`src/design/chbd_pkg.sv`:
```
// Shared types, constants and helpers for the chunked body decoder.
// No dependencies; used by chbd_hex_parse and http_chunked_body_decoder_top.
package chbd_pkg;

  // Size line buffer depth; only LINE_BUF_BYTES-1 characters of a line are parsed.
  localparam int LINE_BUF_BYTES = 32;
  localparam int LEN_W          = $clog2(LINE_BUF_BYTES);

  // Chunk size magnitude width and saturation value.
  localparam int VAL_W = 31;
  localparam logic [VAL_W-1:0] SIZE_MAX = '1;

  localparam logic [7:0] CH_LF    = 8'h0A;
  localparam logic [7:0] CH_CR    = 8'h0D;
  localparam logic [7:0] CH_TAB   = 8'h09;
  localparam logic [7:0] CH_VT    = 8'h0B;
  localparam logic [7:0] CH_FF    = 8'h0C;
  localparam logic [7:0] CH_SPACE = 8'h20;
  localparam logic [7:0] CH_PLUS  = 8'h2B;
  localparam logic [7:0] CH_MINUS = 8'h2D;
  localparam logic [7:0] CH_ZERO  = 8'h30;
  localparam logic [7:0] CH_X_LO  = 8'h78;
  localparam logic [7:0] CH_X_UP  = 8'h58;

  localparam logic [1:0] TRAILER_BYTES = 2'd2;

  typedef enum logic [2:0] {
    HP_WS,
    HP_SIGN,
    HP_ZERO,
    HP_PFX,
    HP_DIG,
    HP_DONE
  } hex_step_t;

  typedef struct packed {
    hex_step_t        step;
    logic [VAL_W-1:0] value;
    logic             neg;
  } parse_state_t;

  typedef struct packed {
    logic       ok;
    logic [3:0] val;
  } hex_digit_t;

  function automatic hex_digit_t hex_digit(input logic [7:0] c);
    hex_digit_t d;
    d.ok  = 1'b0;
    d.val = 4'd0;
    if (c >= 8'h30 && c <= 8'h39) begin
      d.ok  = 1'b1;
      d.val = 4'(c - 8'h30);
    end else if (c >= 8'h61 && c <= 8'h66) begin
      d.ok  = 1'b1;
      d.val = 4'(c - 8'h61 + 8'd10);
    end else if (c >= 8'h41 && c <= 8'h46) begin
      d.ok  = 1'b1;
      d.val = 4'(c - 8'h41 + 8'd10);
    end
    return d;
  endfunction

endpackage

```
`src/design/chbd_hex_parse.sv`:
```
// Next-state logic of the base-16 size line parser, one character per call.
// Depends on chbd_pkg.
module chbd_hex_parse (
  input  logic [7:0]            c,
  input  chbd_pkg::parse_state_t st,
  output chbd_pkg::parse_state_t st_nxt
);

  chbd_pkg::hex_digit_t         dig;
  logic                         is_ws;
  logic [chbd_pkg::VAL_W-1:0]   added;

  always_comb begin
    dig   = chbd_pkg::hex_digit(c);
    is_ws = (c == chbd_pkg::CH_SPACE) || (c == chbd_pkg::CH_TAB) ||
            (c == chbd_pkg::CH_CR) || (c == chbd_pkg::CH_VT) ||
            (c == chbd_pkg::CH_FF) || (c == chbd_pkg::CH_LF);
    // Shift in one digit; saturate when the top nibble would overflow.
    if (st.value[chbd_pkg::VAL_W-1 -: 4] != 4'd0) begin
      added = chbd_pkg::SIZE_MAX;
    end else begin
      added = {st.value[chbd_pkg::VAL_W-5:0], dig.val};
    end

    st_nxt = st;
    unique case (st.step)
      chbd_pkg::HP_WS: begin
        priority if (is_ws) begin
          st_nxt.step = chbd_pkg::HP_WS;
        end else if (c == chbd_pkg::CH_PLUS || c == chbd_pkg::CH_MINUS) begin
          st_nxt.neg  = (c == chbd_pkg::CH_MINUS);
          st_nxt.step = chbd_pkg::HP_SIGN;
        end else if (c == chbd_pkg::CH_ZERO) begin
          st_nxt.step = chbd_pkg::HP_ZERO;
        end else if (dig.ok) begin
          st_nxt.value = added;
          st_nxt.step  = chbd_pkg::HP_DIG;
        end else begin
          st_nxt.step = chbd_pkg::HP_DONE;
        end
      end
      chbd_pkg::HP_SIGN: begin
        priority if (c == chbd_pkg::CH_ZERO) begin
          st_nxt.step = chbd_pkg::HP_ZERO;
        end else if (dig.ok) begin
          st_nxt.value = added;
          st_nxt.step  = chbd_pkg::HP_DIG;
        end else begin
          st_nxt.step = chbd_pkg::HP_DONE;
        end
      end
      chbd_pkg::HP_ZERO: begin
        priority if (c == chbd_pkg::CH_X_LO || c == chbd_pkg::CH_X_UP) begin
          st_nxt.step = chbd_pkg::HP_PFX;
        end else if (dig.ok) begin
          st_nxt.value = added;
          st_nxt.step  = chbd_pkg::HP_DIG;
        end else begin
          st_nxt.step = chbd_pkg::HP_DONE;
        end
      end
      chbd_pkg::HP_PFX, chbd_pkg::HP_DIG: begin
        if (dig.ok) begin
          st_nxt.value = added;
          st_nxt.step  = chbd_pkg::HP_DIG;
        end else begin
          st_nxt.step = chbd_pkg::HP_DONE;
        end
      end
      default: begin
        st_nxt.step = chbd_pkg::HP_DONE;
      end
    endcase
  end

endmodule

```
`src/design/http_chunked_body_decoder_top.sv`:
```
// HTTP/1.1 chunked transfer body decoder, top level.
// Depends on chbd_pkg and chbd_hex_parse.
//
// Usage:
//   in_  channel: one raw body word (in_stream_byte) per valid/ready handshake.
//   out_ channel: one decoded word per handshake: out_payload_byte, or
//                 out_end_of_body high (payload 0) for a zero-size chunk line.
//   cfg_ port:    cfg_wr_en writes cfg_wr_data into chunked_enable (reset 1).
//                 Write it only while the block is idle.
// With chunked_enable low every word passes through as payload. With it high,
// the block parses the hex size line up to LF, forwards that many payload
// words, drops the two trailer words and reads the next size line. Nonzero
// size lines, trailer words and ignored (negative) lines produce no output word.
// Timing: an accepted word is decoded while it sits in the input register and
// loads the output register when the decode stage advances. One word per
// cycle is sustained while out_ready stays high; each word only updates a
// handful of small registers. While a result waits, the input register
// still takes one more word.
// Reset (rst_n low, synchronous) returns to the size line phase, clears the
// parser and the valid flags of both pipeline registers and sets
// chunked_enable. When the receiver stalls, the output word holds and the input
// register fills, after which in_ready drops until out_ready returns.
module http_chunked_body_decoder_top (
  input  logic       clk,
  input  logic       rst_n,
  input  logic       in_valid,
  output logic       in_ready,
  input  logic [7:0] in_stream_byte,
  output logic       out_valid,
  input  logic       out_ready,
  output logic [7:0] out_payload_byte,
  output logic       out_end_of_body,
  input  logic       cfg_wr_en,
  input  logic       cfg_wr_data
);

  typedef enum logic [1:0] {
    PH_LINE,
    PH_DATA,
    PH_TRAIL
  } phase_t;

  // Input register
  logic       in_vld_r;
  logic [7:0] in_byte_r;

  // Output register
  logic       out_vld_r;
  logic [7:0] out_byte_r;
  logic       out_eob_r;

  // Decoder state
  logic                                chunked_en_r;
  phase_t                              phase_r, phase_nxt;
  logic [chbd_pkg::VAL_W-1:0]          chunk_rem_r, chunk_rem_nxt;
  logic [1:0]                          trail_left_r, trail_left_nxt;
  logic [chbd_pkg::LEN_W-1:0]          line_len_r, line_len_nxt;
  chbd_pkg::parse_state_t              parse_r, parse_nxt, parse_upd;

  logic                                adv;
  logic                                res_vld;
  logic [7:0]                          res_byte;
  logic                                res_eob;
  logic [chbd_pkg::VAL_W-1:0]          rem_dec;
  logic [1:0]                          trail_dec;
  chbd_pkg::parse_state_t              parse_clr;

  // The decode stage moves whenever it holds a word and the output
  // register is free or being drained.
  assign adv      = in_vld_r && (!out_vld_r || out_ready);
  assign in_ready = !in_vld_r || adv;

  assign out_valid        = out_vld_r;
  assign out_payload_byte = out_byte_r;
  assign out_end_of_body  = out_eob_r;

  chbd_hex_parse u_hex_parse (
    .c      (in_byte_r),
    .st     (parse_r),
    .st_nxt (parse_upd)
  );

  always_comb begin
    parse_clr.step  = chbd_pkg::HP_WS;
    parse_clr.value = '0;
    parse_clr.neg   = 1'b0;

    rem_dec   = (chunk_rem_r != '0) ? chunk_rem_r - 1'b1 : chunk_rem_r;
    trail_dec = (trail_left_r != 2'd0) ? trail_left_r - 2'd1 : trail_left_r;

    phase_nxt      = phase_r;
    chunk_rem_nxt  = chunk_rem_r;
    trail_left_nxt = trail_left_r;
    line_len_nxt   = line_len_r;
    parse_nxt      = parse_r;
    res_vld        = 1'b0;
    res_byte       = in_byte_r;
    res_eob        = 1'b0;

    if (!chunked_en_r) begin
      // Plain mode: pass the word, keep the framing state.
      res_vld = 1'b1;
    end else begin
      unique case (phase_r)
        PH_TRAIL: begin
          // Drop the trailer word.
          trail_left_nxt = trail_dec;
          if (trail_dec == 2'd0) begin
            phase_nxt = PH_LINE;
          end
        end
        PH_DATA: begin
          res_vld       = 1'b1;
          chunk_rem_nxt = rem_dec;
          if (rem_dec == '0) begin
            trail_left_nxt = chbd_pkg::TRAILER_BYTES;
            phase_nxt      = PH_TRAIL;
          end
        end
        PH_LINE: begin
          if (in_byte_r == chbd_pkg::CH_LF) begin
            line_len_nxt = '0;
            parse_nxt    = parse_clr;
            if (parse_r.value == '0) begin
              // Zero size (also "-0" and a line without digits): end of body.
              chunk_rem_nxt = '0;
              res_vld       = 1'b1;
              res_byte      = 8'd0;
              res_eob       = 1'b1;
            end else if (!parse_r.neg) begin
              chunk_rem_nxt = parse_r.value;
              phase_nxt     = PH_DATA;
            end
          end else if (line_len_r < chbd_pkg::LEN_W'(chbd_pkg::LINE_BUF_BYTES - 1)) begin
            line_len_nxt = line_len_r + 1'b1;
            parse_nxt    = parse_upd;
          end
        end
        default: begin
          phase_nxt = PH_LINE;
        end
      endcase
    end
  end

  always_ff @(posedge clk) begin
    if (!rst_n) begin
      in_vld_r     <= 1'b0;
      out_vld_r    <= 1'b0;
      chunked_en_r <= 1'b1;
      phase_r      <= PH_LINE;
      chunk_rem_r  <= '0;
      trail_left_r <= 2'd0;
      line_len_r   <= '0;
      parse_r      <= '{step: chbd_pkg::HP_WS, value: '0, neg: 1'b0};
    end else begin
      if (cfg_wr_en) begin
        chunked_en_r <= cfg_wr_data;
      end
      if (in_ready) begin
        in_vld_r <= in_valid;
      end
      if (adv) begin
        out_vld_r    <= res_vld;
        phase_r      <= phase_nxt;
        chunk_rem_r  <= chunk_rem_nxt;
        trail_left_r <= trail_left_nxt;
        line_len_r   <= line_len_nxt;
        parse_r      <= parse_nxt;
      end else if (out_ready) begin
        out_vld_r <= 1'b0;
      end
    end
  end

  // Payload registers carry no reset.
  always_ff @(posedge clk) begin
    if (in_ready && in_valid) begin
      in_byte_r <= in_stream_byte;
    end
    if (adv) begin
      out_byte_r <= res_byte;
      out_eob_r  <= res_eob;
    end
  end

  a_data_nonzero: assert property (@(posedge clk) disable iff (!rst_n)
    (phase_r == PH_DATA) |-> (chunk_rem_r != '0))
    else $error("payload phase with no bytes left");

  a_trail_nonzero: assert property (@(posedge clk) disable iff (!rst_n)
    (phase_r == PH_TRAIL) |-> (trail_left_r != 2'd0))
    else $error("trailer phase with no bytes left");

  a_line_bound: assert property (@(posedge clk) disable iff (!rst_n)
    line_len_r <= chbd_pkg::LEN_W'(chbd_pkg::LINE_BUF_BYTES - 1))
    else $error("line length beyond buffer");

  a_eob_zero: assert property (@(posedge clk) disable iff (!rst_n)
    (out_vld_r && out_eob_r) |-> (out_byte_r == 8'd0))
    else $error("end of body with nonzero payload");

  a_accept_fills: assert property (@(posedge clk) disable iff (!rst_n)
    (in_valid && in_ready) |=> in_vld_r)
    else $error("accepted word lost from input register");

endmodule
```
`config.mk`:
```
export PLATFORM = sky130hd
export DESIGN_NAME = http_chunked_body_decoder_top
export DESIGN_NICKNAME = d
export VERILOG_FILES = /design/src/design/chbd_pkg.sv /design/src/design/chbd_hex_parse.sv /design/src/design/http_chunked_body_decoder_top.sv
export SDC_FILE = /design/constraint.sdc
export NUM_CORES = 1
export LEC_CHECK = 0
export BUFFER_PORTS_ARGS = -buffer_cell sky130_fd_sc_hd__buf_2
export CORE_MARGIN = 2
export CORE_UTILIZATION = 40
export CTS_BUF_LIST = sky130_fd_sc_hd__clkbuf_16
export CTS_CLUSTER_DIAMETER = 40
export DETAILED_ROUTE_END_ITERATION = 10
export PLACE_DENSITY = 0.63
export SYNTH_ARGS = -nofsm -noshare
export SYNTH_HDL_FRONTEND = slang
export SYNTH_SLANG_ARGS = --single-unit
```
`constraint.sdc`:
```
create_clock -name clk -period 3.3 [get_ports clk]
set_input_delay 0.66 -clock clk [delete_from_list [all_inputs] [get_ports clk]]
set_output_delay 0.66 -clock clk [all_outputs]
set_load 0.05 [all_outputs]
```
**Yosys cells after proc, flatten, opt, wreduce, memory -nomap -nowiden**

Cells that the tools add are included.

- Output and inout bits: 11
- Register bits: 95
- Bits of input ports: 14
- Word-level logic and storage cells: 139

- Add/subtract/negate cells: 8
- Reduce and logical (&&, ||, !) cells: 39
- Magnitude comparators: 7
- Equal/unequal tests: 27
- Multiplexer cells: 45

Operators by type and width:

| operator | count |
|---|---|
| 2-to-1 mux 31 bit | 9 |
| one-hot mux 31 bit (4 select lines) | 1 |
| 2-to-1 mux 35 bit | 2 |
| zero test 31 bit | 2 |
| one-hot mux 31 bit (2 select lines) | 1 |
| == test 8 x 4 -> 1 bit, second input constant | 5 |
| == test 8 x 6 -> 1 bit, second input constant | 4 |
| 2-to-1 mux 32 bit | 1 |
| 2-to-1 mux 8 bit | 4 |
| nonzero test 31 bit | 1 |
| subtractor 31 x 1 -> 31 bit, second input constant | 1 |
| 2-to-1 mux 5 bit | 5 |
| == test 8 x 7 -> 1 bit, second input constant | 2 |
| greater-or-equal comparator 8 x 7 -> 1 bit, second input constant | 2 |
| less-or-equal comparator 8 x 7 -> 1 bit, second input constant | 2 |
| AND reduction 7 bit | 2 |
| nonzero test 2 bit | 7 |
| 2-to-1 mux 2 bit | 6 |
| 2-to-1 mux 3 bit | 4 |
| != test 2 bit, second input constant | 6 |
| != test 3 bit, second input constant | 4 |
| one-hot mux 3 bit (4 select lines) | 1 |
| subtractor 4 x 1 -> 4 bit, second input constant | 3 |
| logical OR 1 bit | 9 |
| 26 further kinds | 42 |

**Depth between registers and ports, before layout**

Gate-level depths: netlist of run 1.

- Word-level depth: 13
- Depth in mapped cells: 11
- Depth with buffers taken out: 10

**Modules after synthesis**

From an unflattened synthesis of run 1, not the netlist that was laid out.

- Cells, all modules: 764
- Area total of the unflattened synthesis: 5948.2 µm²

Modules (own cells, without submodules):

| module | area an instance (µm²) | sequential area each (µm²) | instances | cells an instance |
|---|---|---|---|---|
| http_chunked_body_decoder_top | 4913.5 | 2072.0 | 1 | 610 |
| chbd_hex_parse | 1034.7 | 0.0 | 1 | 154 |

**Worst setup path after synthesis of run 1**

No wires, ideal clock.

- Kind: register to register
- Start: register chunk_rem_r[2] in the netlist's numbering
- End: register phase_r[0]
- Data required time: 3.183 ns
- Arrival: 2.662 ns
- Path buffers: 2
- Clock period less this slack: 2.779 ns
- Setup time: 0.117 ns
- Setup slack: 0.521 ns
- Cell stages (with the launch flop): 11
- Cells stage by stage: dfxtp_1 buf_6 or4_4 buf_6 or4_4 or2_1 a21oi_1 nand4_1 nor4_2 nand3_1 a22o_1

- Word-level cells in the longest chain between the ends: 5
- Elaborated cells on any way between the ends: 6
- Classes of those cells: 1 x add/sub; 1 x eq/ne; 1 x mux; 3 x reduce/logical

Ends and longest elaborated chain:

| item | RTL line | text |
|---|---|---|
| from (decl) | http_chunked_body_decoder_top.sv:55 | `logic [chbd_pkg::VAL_W-1:0] chunk_rem_r, chunk_rem_nxt;` |
| from (signal assigned) | http_chunked_body_decoder_top.sv:166 | `chunk_rem_r <= chunk_rem_nxt;` |
| subtractor 31 x 1 -> 31 bit / nonzero test 31 bit (equally long branches) | http_chunked_body_decoder_top.sv:88 | `rem_dec = (chunk_rem_r != '0) ? chunk_rem_r - 1'b1 : chunk_rem_r;` |
| 2-to-1 mux 31 bit * | http_chunked_body_decoder_top.sv:88 |  |
| zero test 31 bit * | http_chunked_body_decoder_top.sv:115 | `if (rem_dec == '0) begin` |
| != test 2 bit (no line) * | - |  |
| AND reduction 7 bit (no line) * | - |  |
| to (signal assigned) | http_chunked_body_decoder_top.sv:165 | `phase_r <= phase_nxt;` |
| to (decl) | http_chunked_body_decoder_top.sv:54 | `phase_t phase_r, phase_nxt;` |

Mark *: on every way between the ends. The rest lies on a longest branch, timed or not.
A chain may end at the register's enable or synchronous reset.

**Worst setup path in the final report of run 1**

Same ends and word-level chain as after synthesis.

==> impl_results.md, run 1 <==
- Drt wl/cell: 16.71 microns
- Status: complete, no violations
- Syn_nets: 697
- Maximum vdd ir drop: 0.0002541 V
- HPWL after DPL: 10.19 mm
- Clock Path Buffers: 2
- Routed WL: 14.39 mm
- Clock root buffer master: clkbuf_16
- Slew Limit Headroom: 0.4996
- Layout cell share with drive strength beyond 1: 0.1285
- Yosys cell types: 63
- Clk sink count: 95
- IO buf count: 24
- Final hold vios: 0
- DR DRC count: 0
- RD Place Congestion: 0.9605
- # IOs: 25
- Tcrit/Tclk final: 0.9108
- Worst-path clk slew: 80 ps
- Sw power: 0.0006451 W
- CP max FO: 10
- Post-CTS setup repair buffer count: 0
- Initial Util: 0.4050
- Number of synthesized flops with an enable pin: 17
- DRT iter0 DRCs: 437
- Cell depth of the worst flop-to-flop path: 9
- Post-synthesis sequential area ratio: 0.3894
- Initial antenna violation count: 0
- Area growth, synth to finish: 11.69%
- Placed insts: 845
- Commonest non-fill, non-tap cells in the layout: 86 x nand2_1, 78 x dfxtp_1, 73 x nor2_1
- Type of origin of the critical path: register
- Sw Ratio: 0.2648
- Ys flop type: dfxtp_1
- Ys Warns: 0
- Final slew viol count: 0
- CP arrival: 3260 ps
- Min Tclk post-route: 3006 ps
- Largest area contributor in the netlist: dfxtp_1
- CTS Buf Count: 9
- Largest net degree at the start of global routing: 55
- Unrepaired setup endpoints after global routing: false
- Comb pwr share: 0.071
- Hold buffer count at CTS: 0
- Synth top area share: 0.2934
- Grt ovf: 0
- RR Startpoint: chunk_rem_r[2]$_SDFFE_PN0P_
- P per Cell Area: 409.9 nW/um^2
- Commonest non-fill, non-tap cell in the layout: nand2_1
- Required @ worst endpoint: 3550 ps
- Cells after Synth: 675
- P_leak: 2.174 nW
- Number of global-route vias before repair: 4,738
- Syn Area/Cell: 7.883 sq um
- Clock power share: 0.426
- Non-Filler Instances: 861
- Share of power burned in registers: 0.504
- Post-route antenna net violation count: 0
- Die Height: 119.3 microns
- Worst Tran Pin Value: 749.1 ps
- Rows: 42
- Number of max-cap violations: 0
- Max Fclk: 332.7 MHz
- Area of the core: 13,140 sq um
- Drt pass-1 iters: 7
- Die X-Extent: 119.3 microns
- ANT cells: 0
- Area contributors post-synth: dfxtp_1 29%, edfxtp_1 9.6%, nand2_1 6.1%
- Crit path to: phase_r[0]$_SDFFE_PN0P_
- Post-route setup TNS: 0 ps
- CP endpoint kind: register
- Worst Hold Class: in2reg
- Overall Global Routing Usage: 0.2071
- P_int: 0.001791 W
- H-Tree Depth: 3
- FFs w/ async S/R, synth: 0
- Skew final: 10.32 ps
- Vias per inst: 5.973
- # nets final: 702
- Die ar.: 14,240 sq um
- Final core occ: 0.4524
- R2R setup slack: 290 ps
- Cell Area, Synth: 5321 sq um
- PostCTS Resize Cnt: 0
- CTS tree: yes
- Hold_ws: 475.5 ps
- Via Count: 5,143
- WS Path Type: reg2reg
- Final-report setup violation count: 0
- Critical path startpoint: chunk_rem_r[2]$_SDFFE_PN0P_
- RR Endpoint: phase_r[0]$_SDFFE_PN0P_
- First-pass GRT wire length: 23.74 mm
- Later-pin clock latency in the skew report: 360 ps
- Register bit total from synthesis: 95
-- power by group through the flow --
stage | clock network (W) | registers (W) | logic, W
global placement | 0 | 0.00125 | 0.000168
floorplan | 0 | 0.00126 | 0.000108
detailed placement | 0 | 0.00125 | 0.000171
global route | 0.00111 | 0.00123 | 0.000190
CTS | 0.00105 | 0.00123 | 0.000172
finish | 0.00104 | 0.00123 | 0.000172
-- stage by stage --
stage / power [W] / instance area, sq um / worst slack [ps]
detailed placement: 0.001425 / 5654 / 352.6
finish: 0.002436 / 5943 / 294.4
global placement: 0.001421 / 5654 / 403.4
floorplan: 0.001368 / 5321 / 521.4
global route: 0.002526 / 5943 / 138.9
CTS: 0.002450 / 5943 / 331.1
-- registers in the layout (all words and copies together) (netlist names), 2 cells and up --
signal / cells
out_payload_byte: 8
line_len_r: 5
parse_r: 35
trail_left_r: 2
in_byte_r: 8
phase_r: 2
chunk_rem_r: 31
-- worst min-delay path by stage --
stage                            startpoint                           end  depth (start not counted)
2_1_floorplan  trail_left_r[1]$_SDFFE_PN0P_  trail_left_r[1]$_SDFFE_PN0P_                          2
3_3_place_gp   trail_left_r[1]$_SDFFE_PN0P_  trail_left_r[1]$_SDFFE_PN0P_                          2
3_5_place_dp       parse_r[30]$_SDFFE_PN0P_      parse_r[30]$_SDFFE_PN0P_                          2
4_1_cts                   in_stream_byte[6]        in_byte_r[6]$_DFFE_PP_                          1
5_1_grt                   in_stream_byte[7]        in_byte_r[7]$_DFFE_PP_                          1
6_report                  in_stream_byte[5]        in_byte_r[5]$_DFFE_PP_                          1
-- logic make-up after synthesis --
group | synth area share
xor gates and xnor gates | 0.01481
adders and majority gates | 0.01881
AOI/OAI and AO/OA | 0.2285
DFF | 0.3894
muxes | 0.005643
buffers and inverters | 0.05126
and+or+nand+nor | 0.2916
-- final cells by class --
| class | count | area (sq um) |
|---|---|---|
| sequential | 95 | 2072 |
| clock inverter | 7 | 63.81 |
| timing repair buffer | 48 | 312.8 |
| multi-input combinational | 513 | 3000 |
| tap | 176 | 220.2 |
| inverter | 13 | 48.80 |
| clock buffer | 9 | 225.2 |
| fill | 1325 | 7194 |
-- critical path, stage by stage (launching register included) --
cell,delay [ps]
dfxtp_1,390
or4_4,630
nor3_2,280
or3b_1,490
buf_4,220
o21ai_0,70
a21oi_1,100
nor4_2,330
nand3_1,160
a22o_1,230
-- synthesized netlist by cell type, drive strengths merged, types with 3 or more instances --
library cell / n
and2: 9
nor2b: 5
and3: 3
inv: 13
nand4: 11
a211oi: 32
o221a: 9
o31ai: 4
clkbuf: 46
mux2i: 3
nor4b: 3
or2: 7
nor3: 40
edfxtp: 17
nand2b: 3
a31oi: 9
dfxtp: 78
ha: 8
nor4: 24
o21ai: 27
nor2: 74
nand2: 86
a41oi: 6
o21a: 5
o211ai: 5
or4: 9
nand4b: 4
buf: 8
a22o: 4
xor2: 7
nand3: 20
o22ai: 7
or3: 5
a2bb2oi: 4
a21oi: 53
nor3b: 3
-- routing by layer --
metal	vias up	part of all wire	wire length [microns]	track usage
li1	2507	-	-	-
met3	30	0.053	758	0.03352
met4	0	0.029	418	0.1007
met1	2447	0.45	6535	0.2766
met2	159	0.46	6676	0.3261
met5	-	0	0	0
(Power assumes the default switching activity.)
==> run 2, diff against run 1 <==
==> constraint.sdc (replaced) <==
create_clock -name clk -period 3.7 [get_ports clk]
set_input_delay 0.74 -clock clk [delete_from_list [all_inputs] [get_ports clk]]
set_output_delay 0.74 -clock clk [all_outputs]
set_load 0.05 [all_outputs]
==> run 2 against run 1 <==
- utilization fell by 0.15 points
- critical path type unchanged
- global-route usage rose by 0.22 points
- register-to-register slack improved by 220 ps
- total power fell by 9.1%
- non-clock buffer count fell by 6
- combinational power fell by 14%
- highest routed layer unchanged
- worst setup slack improved by 220 ps
- largest cell class unchanged
==> impl_results.md, run 2 (same netlist as run 1, synthesis figures left out) <==
- Status: complete, no violations (unchanged)
- Final-report setup violation count: 0 (unchanged)
- First-pass GRT wire length: 23.94 mm (was 23.74 mm)
- IO buf count: 24 (unchanged)
- # IOs: 25 (unchanged)
- WS Path Type: reg2reg (unchanged)
- Routed WL: 14.41 mm (was 14.39 mm)
- Largest net degree at the start of global routing: 55 (unchanged)
- CTS Buf Count: 9 (unchanged)
- P per Cell Area: 374.0 nW/um^2 (was 409.9 nW/um^2)
- Rows: 42 (unchanged)
- Commonest non-fill, non-tap cell in the layout: nand2_1 (unchanged)
- Clk sink count: 95 (unchanged)
- Most flops, register: parse_r (unchanged)
- Clock root buffer master: clkbuf_16 (unchanged)
- CP most frequent cell: nand4_1
- Area growth, synth to finish: 11.31% (was 11.69%)
- Drt wl/cell: 16.86 microns (was 16.71 microns)
- Max Fclk: 313.4 MHz (was 332.7 MHz)
- Initial antenna violation count: 0 (unchanged)
- DR DRC count: 0 (unchanged)
- Initial Util: 0.4050 (unchanged)
- Die X-Extent: 119.3 microns (unchanged)
- RD Place Congestion: 0.9310 (was 0.9605)
- Hold buffer count at CTS: 0 (unchanged)
- CTS tree: yes (unchanged)
- Slew Limit Headroom: 0.4721 (was 0.4996)
- Critical-path cell list: nor4_1 > nand4_1 > or3b_1 > o211ai_1 > nand4_1 > nor4_2 > nand3_1 > a22o_1 (was or4_4 > nor3_2 > or3b_1 > buf_4 > o21ai_0 > a21oi_1 > nor4_2 > nand3_1 > a22o_1)
- # nets final: 696 (was 702)
- Die ar.: 14,240 sq um (unchanged)
- Vias per inst: 5.952 (was 5.973)
- Overall Global Routing Usage: 0.2094 (was 0.2071)
- Grt ovf: 0 (unchanged)
- Commonest non-fill, non-tap cells in the layout: 86 x nand2_1, 78 x dfxtp_1, 73 x nor2_1 (unchanged)
- Type of origin of the critical path: register (unchanged)
- PostCTS Resize Cnt: 0 (unchanged)
- Hold path cells: 2 (was 1)
- Later-pin clock latency in the skew report: 360 ps (about the same)
- Maximum vdd ir drop: 0.0001920 V (was 0.0002541 V)
- CP arrival: 3450 ps (was 3260 ps)
- ANT cells: 0 (unchanged)
- Post-CTS setup repair buffer count: 0 (unchanged)
- Required @ worst endpoint: 3960 ps (was 3550 ps)
- Tcrit/Tclk final: 0.8623 (was 0.9108)
- Via Count: 5,089 (was 5,143)
- Worst-path clk slew: 80 ps (about the same)
- Min Tclk post-route: 3190 ps (was 3006 ps)
- Clock Path Buffers: 2 (unchanged)
- Worst Tran Pin Value: 784.7 ps (was 749.1 ps)
- Final slew viol count: 0 (unchanged)
- CP max FO: 15 (was 10)
- Max stage delay cell, worst path: nor4_1 (was or4_4)
- Slowest stage delay, CP: 660 ps (was 630 ps)
- Drt pass-1 iters: 5 (was 7)
- Skew final: 9.345 ps (was 10.32 ps)
- Unrepaired setup endpoints after global routing: false (unchanged)
- Largest register FFs: 35 (unchanged)
- Number of max-cap violations: 0 (unchanged)
- Number of global-route vias before repair: 4,645 (was 4,738)
- Final worst setup slack: 509.7 ps (was 294.4 ps)
- Area of the core: 13,140 sq um (unchanged)
- DP Worst Slack: 584.3 ps (was 352.6 ps)
- HPWL after DPL: 9.980 mm (was 10.19 mm)
- H-Tree Depth: 3 (unchanged)
- DRT iter0 DRCs: 510 (was 437)
- Layout cell share with drive strength beyond 1: 0.1208 (was 0.1285)
- Final hold vios: 0 (unchanged)
- Post-route setup TNS: 0 ps (unchanged)
- Die Height: 119.3 microns (unchanged)
- P_leak: 2.163 nW (was 2.174 nW)
- Largest regs: parse_r x35, chunk_rem_r x31 (unchanged)
- Cell depth of the worst flop-to-flop path: 8 (was 9)
- CP endpoint kind: register (unchanged)
- Worst Hold Class: reg2reg (was in2reg)
- Post-route antenna net violation count: 0 (unchanged)
run 2: changes by cell type in the layout (fill, tap and decap cells not counted):
cell	previous run	this run
clkinv_8	0	2
clkinvlp_4	2	0
inv_12	0	1
buf_4	23	17
clkinv_4	1	0
run 2: final cells by class:
| class | count | area, sq um |
|---|---|---|
| fill | 1334 | 7214 |
| timing repair buffer | 42 | 267.8 |
| tap | 176 | 220.2 |
| inverter | 13 | 48.80 |
| multi-input combinational | 513 | 3000 |
| clock inverter | 7 | 88.84 |
| clock buffer | 9 | 225.2 |
| sequential | 95 | 2072 |
run 2: report_power, final:
part,total (W),internal [W],switching [W],leakage (nW)
registers,0.00109,0.00107,0.0000223,0.793
clock network,0.000973,0.000491,0.000482,0.153
logic,0.000148,0.0000484,0.0000995,1.22
total,0.00222,0.00161,0.000604,2.16
run 2: per-layer routing:
metal	routed length (microns)	GRT usage
met5	0	0
met4	315	0.08971
met3	823	0.03688
met2	6674	0.3186
met1	6599	0.2921
run 2: path summary, 6_finish.rpt:
kind                                start                           end  slack [ps]
max          chunk_rem_r[20]$_SDFFE_PN0P_       phase_r[0]$_SDFFE_PN0P_         510
min          trail_left_r[1]$_SDFFE_PN0P_  trail_left_r[1]$_SDFFE_PN0P_         490
max reg2reg  chunk_rem_r[20]$_SDFFE_PN0P_       phase_r[0]$_SDFFE_PN0P_         510
min reg2reg  trail_left_r[1]$_SDFFE_PN0P_  trail_left_r[1]$_SDFFE_PN0P_         490
run 2: per-stage QoR:
step | hold WS [ps] | instances | cell area (sq um) | total power (W) | utilization
after floorplan | 444.4 | 675 | 5321 | 0.001220 | -
after global placement | 458.7 | 839 | 5609 | 0.001262 | 0.4270
after detailed placement | 478.5 | 839 | 5609 | 0.001265 | 0.4270
after CTS | 491.4 | 855 | 5923 | 0.002234 | 0.4509
after global routing | 512.3 | 855 | 5923 | 0.002295 | 0.4509
final | 488.4 | 855 | 5923 | 0.002215 | 0.4509
run 2: worst max-delay path: cells and delay by family, from the launching register on:
family,cells,cell delay [ps]
AOI/OAI and AO/OA,2,420
DFF,1,350
and+or+nand+nor,6,2310
==> run 3, diff against run 2 <==
--- a/config.mk
+++ b/config.mk
@@ -5,13 +5,13 @@
 export SDC_FILE = /design/constraint.sdc
 export NUM_CORES = 1
 export LEC_CHECK = 0
-export BUFFER_PORTS_ARGS = -buffer_cell sky130_fd_sc_hd__buf_2
 export CORE_MARGIN = 2
 export CORE_UTILIZATION = 40
 export CTS_BUF_LIST = sky130_fd_sc_hd__clkbuf_16
 export CTS_CLUSTER_DIAMETER = 40
 export DETAILED_ROUTE_END_ITERATION = 10
-export PLACE_DENSITY = 0.63
+export DONT_BUFFER_PORTS = 1
+export PLACE_DENSITY = 0.61
 export SYNTH_ARGS = -nofsm -noshare
 export SYNTH_HDL_FRONTEND = slang
 export SYNTH_SLANG_ARGS = --single-unit
==> run 3 against run 2 <==
- register-to-register slack gained 60 ps
- flip-flop and latch count is the same
- global-route usage shrank 1.1 points
- maximum frequency grew 2.0%
- worst setup slack gained 62 ps
- clock-buffer cell count is the same
- clock skew shrank 2.1 ps
- total power shrank 4.4%
- utilization shrank 1.6 points
- largest cell class unchanged
- largest power group unchanged
==> impl_results.md, run 3 (same netlist as run 1, synthesis figures left out) <==
- First-pass GRT wire length: 22.77 mm (was 23.94 mm)
- Layout fillers: 1,315 (was 1,334)
- WS Path Type: reg2reg (unchanged)
- Status: complete, no violations (unchanged)
- Largest net degree at the start of global routing: 59 (was 55)
- CTS Buf Count: 9 (unchanged)
- Drt wl/cell: 16.73 microns (was 16.86 microns)
- Maximum vdd ir drop: 0.0002549 V (was 0.0001920 V)
- Type of origin of the critical path: register (unchanged)
- CTS tree: yes (unchanged)
- Final-report setup violation count: 0 (unchanged)
- Final hold vios: 0 (unchanged)
- Worst Tran Pin Value: 1043 ps (was 784.7 ps)
- Required @ worst endpoint: 3950 ps (was 3960 ps)
- Die ar.: 14,240 sq um (unchanged)
- Tcrit/Tclk final: 0.8455 (was 0.8623)
- Post-route setup TNS: 0 ps (unchanged)
- HPWL after DPL: 9.619 mm (was 9.980 mm)
- IO buf count: 0 (was 24)
- Max Fclk: 319.7 MHz (was 313.4 MHz)
- Largest regs: parse_r x35, chunk_rem_r x31 (unchanged)
- Grt ovf: 0 (unchanged)
- CP most frequent cell: nand4_1 (unchanged)
- H-Tree Depth: 3 (unchanged)
- # IOs: 25 (unchanged)
- Commonest non-fill, non-tap cells in the layout: 86 x nand2_1, 78 x dfxtp_1, 73 x nor2_1 (unchanged)
- Vias per inst: 6.025 (was 5.952)
- Area of the core: 13,140 sq um (unchanged)
- Area growth, synth to finish: 7.477% (was 11.31%)
- Critical-path cell list: nor4_1 > nand4_1 > or3b_1 > o211ai_1 > nand4_1 > nor4_2 > nand3_1 > a22o_1 (unchanged)
- P per Cell Area: 370.4 nW/um^2 (was 374.0 nW/um^2)
- Commonest non-fill, non-tap cell in the layout: nand2_1 (unchanged)
- Final slew viol count: 0 (unchanged)
- Number of max-cap violations: 0 (unchanged)
- Worst-path clk slew: 70 ps (was 80 ps)
- Most flops, register: parse_r (unchanged)
- Routed WL: 13.82 mm (was 14.41 mm)
- Min Tclk post-route: 3128 ps (was 3190 ps)
- Drt pass-1 iters: 6 (was 5)
- # nets final: 667 (was 696)
- Clock root buffer master: clkbuf_16 (unchanged)
- DRT iter0 DRCs: 511 (was 510)
- Rows: 42 (unchanged)
- Hold buffer count at CTS: 0 (unchanged)
- Clock Path Buffers: 2 (unchanged)
- RD Place Congestion: 0.9116 (was 0.9310)
- Clk sink count: 95 (unchanged)
- Initial Util: 0.4050 (unchanged)
- Via Count: 4,977 (was 5,089)
- Layout cell share with drive strength beyond 1: 0.08000 (was 0.1208)
- Slew Limit Headroom: 0.3032 (was 0.4721)
- CP max FO: 15 (unchanged)
- P_leak: 2.012 nW (was 2.163 nW)
- Unrepaired setup endpoints after global routing: false (unchanged)
- Number of global-route vias before repair: 4,506 (was 4,645)
- Overall Global Routing Usage: 0.1986 (was 0.2094)
- DR DRC count: 0 (unchanged)
- CP delay by family, top: simple AND/OR/NAND/NOR gates (unchanged)
- CP endpoint kind: register (unchanged)
- Later-pin clock latency in the skew report: 350 ps (was 360 ps)
- Skew final: 7.200 ps (was 9.345 ps)
- Post-CTS setup repair buffer count: 0 (unchanged)
- Total power: 0.002119 W (was 0.002215 W)
- Worst Hold Class: in2reg (was reg2reg)
- PostCTS Resize Cnt: 0 (unchanged)
- CP arrival: 3380 ps (was 3450 ps)
- Critical path buffer and inverter count: 0 (unchanged)
- Slowest stage delay, CP: 640 ps (was 660 ps)
- Initial antenna violation count: 0 (unchanged)
- ANT cells: 0 (unchanged)
- Max stage delay cell, worst path: or3b_1 (was nor4_1)
- Largest register FFs: 35 (unchanged)
- Die Height: 119.3 microns (unchanged)
- Die X-Extent: 119.3 microns (unchanged)
- Post-route antenna net violation count: 0 (unchanged)
==> run 3: worst paths after layout <==
path,startpoint,to,slack (ps),cells after the start
worst min-delay path,rst_n,chunked_en_r$_SDFFE_PN1P_,450,1
worst max-delay path,chunk_rem_r[20]$_SDFFE_PN0P_,phase_r[0]$_SDFFE_PN0P_,570,8
worst max register to register,chunk_rem_r[20]$_SDFFE_PN0P_,phase_r[0]$_SDFFE_PN0P_,570,8
worst min register to register,parse_r[30]$_SDFFE_PN0P_,parse_r[30]$_SDFFE_PN0P_,490,2
==> run 3: layout make-up <==
class | instances | area [sq um] | share of cell area
multi-input cells | 513 | 3000 | 0.5246
flip-flops and latches | 95 | 2072 | 0.3623
clock buffers | 9 | 225.2 | 0.03938
well taps | 176 | 220.2 | 0.03850
repair buffers | 13 | 97.59 | 0.01706
clock inverters | 7 | 55.05 | 0.009626
inverters | 13 | 48.80 | 0.008532
==> run 3: where the power goes <==
| group | internal [W] | total [W] | switching (W) | leakage, nW |
|---|---|---|---|---|
| combinational | 0.0000399 | 0.000116 | 0.0000758 | 1.09 |
| sequential | 0.00107 | 0.00111 | 0.0000380 | 0.793 |
| clock | 0.000463 | 0.000892 | 0.000429 | 0.128 |
| total | 0.00158 | 0.00212 | 0.000543 | 2.01 |
==> run 3: worst register-to-register path, stage by stage, from the launching register on <==
cell	delay (ps)
dfxtp_1	360
nor4_1	600
nand4_1	310
or3b_1	640
o211ai_1	190
nand4_1	120
nor4_2	410
nand3_1	160
a22o_1	230
==> run 3: stage by stage <==
step | hold WS, ps | setup slack, ps | utilization | instance area [sq um] | std cells
after global routing | 435.3 | 348.5 | 0.4353 | 5719 | 826
after floorplan | 444.4 | 921.4 | - | 5321 | 675
after global placement | 455.6 | 683.6 | 0.4140 | 5439 | 810
final | 447.7 | 571.7 | 0.4353 | 5719 | 826
after detailed placement | 479.9 | 626.3 | 0.4140 | 5439 | 810
after CTS | 434.8 | 616.4 | 0.4353 | 5719 | 826
==> run 3: routing by layer <==
layer	GRT usage	vias up	part of all wire
li1	-	2445	-
met1	0.2769	2356	0.48
met2	0.3010	153	0.45
met3	0.04598	23	0.053
met4	0.07059	0	0.018
met5	0	-	0
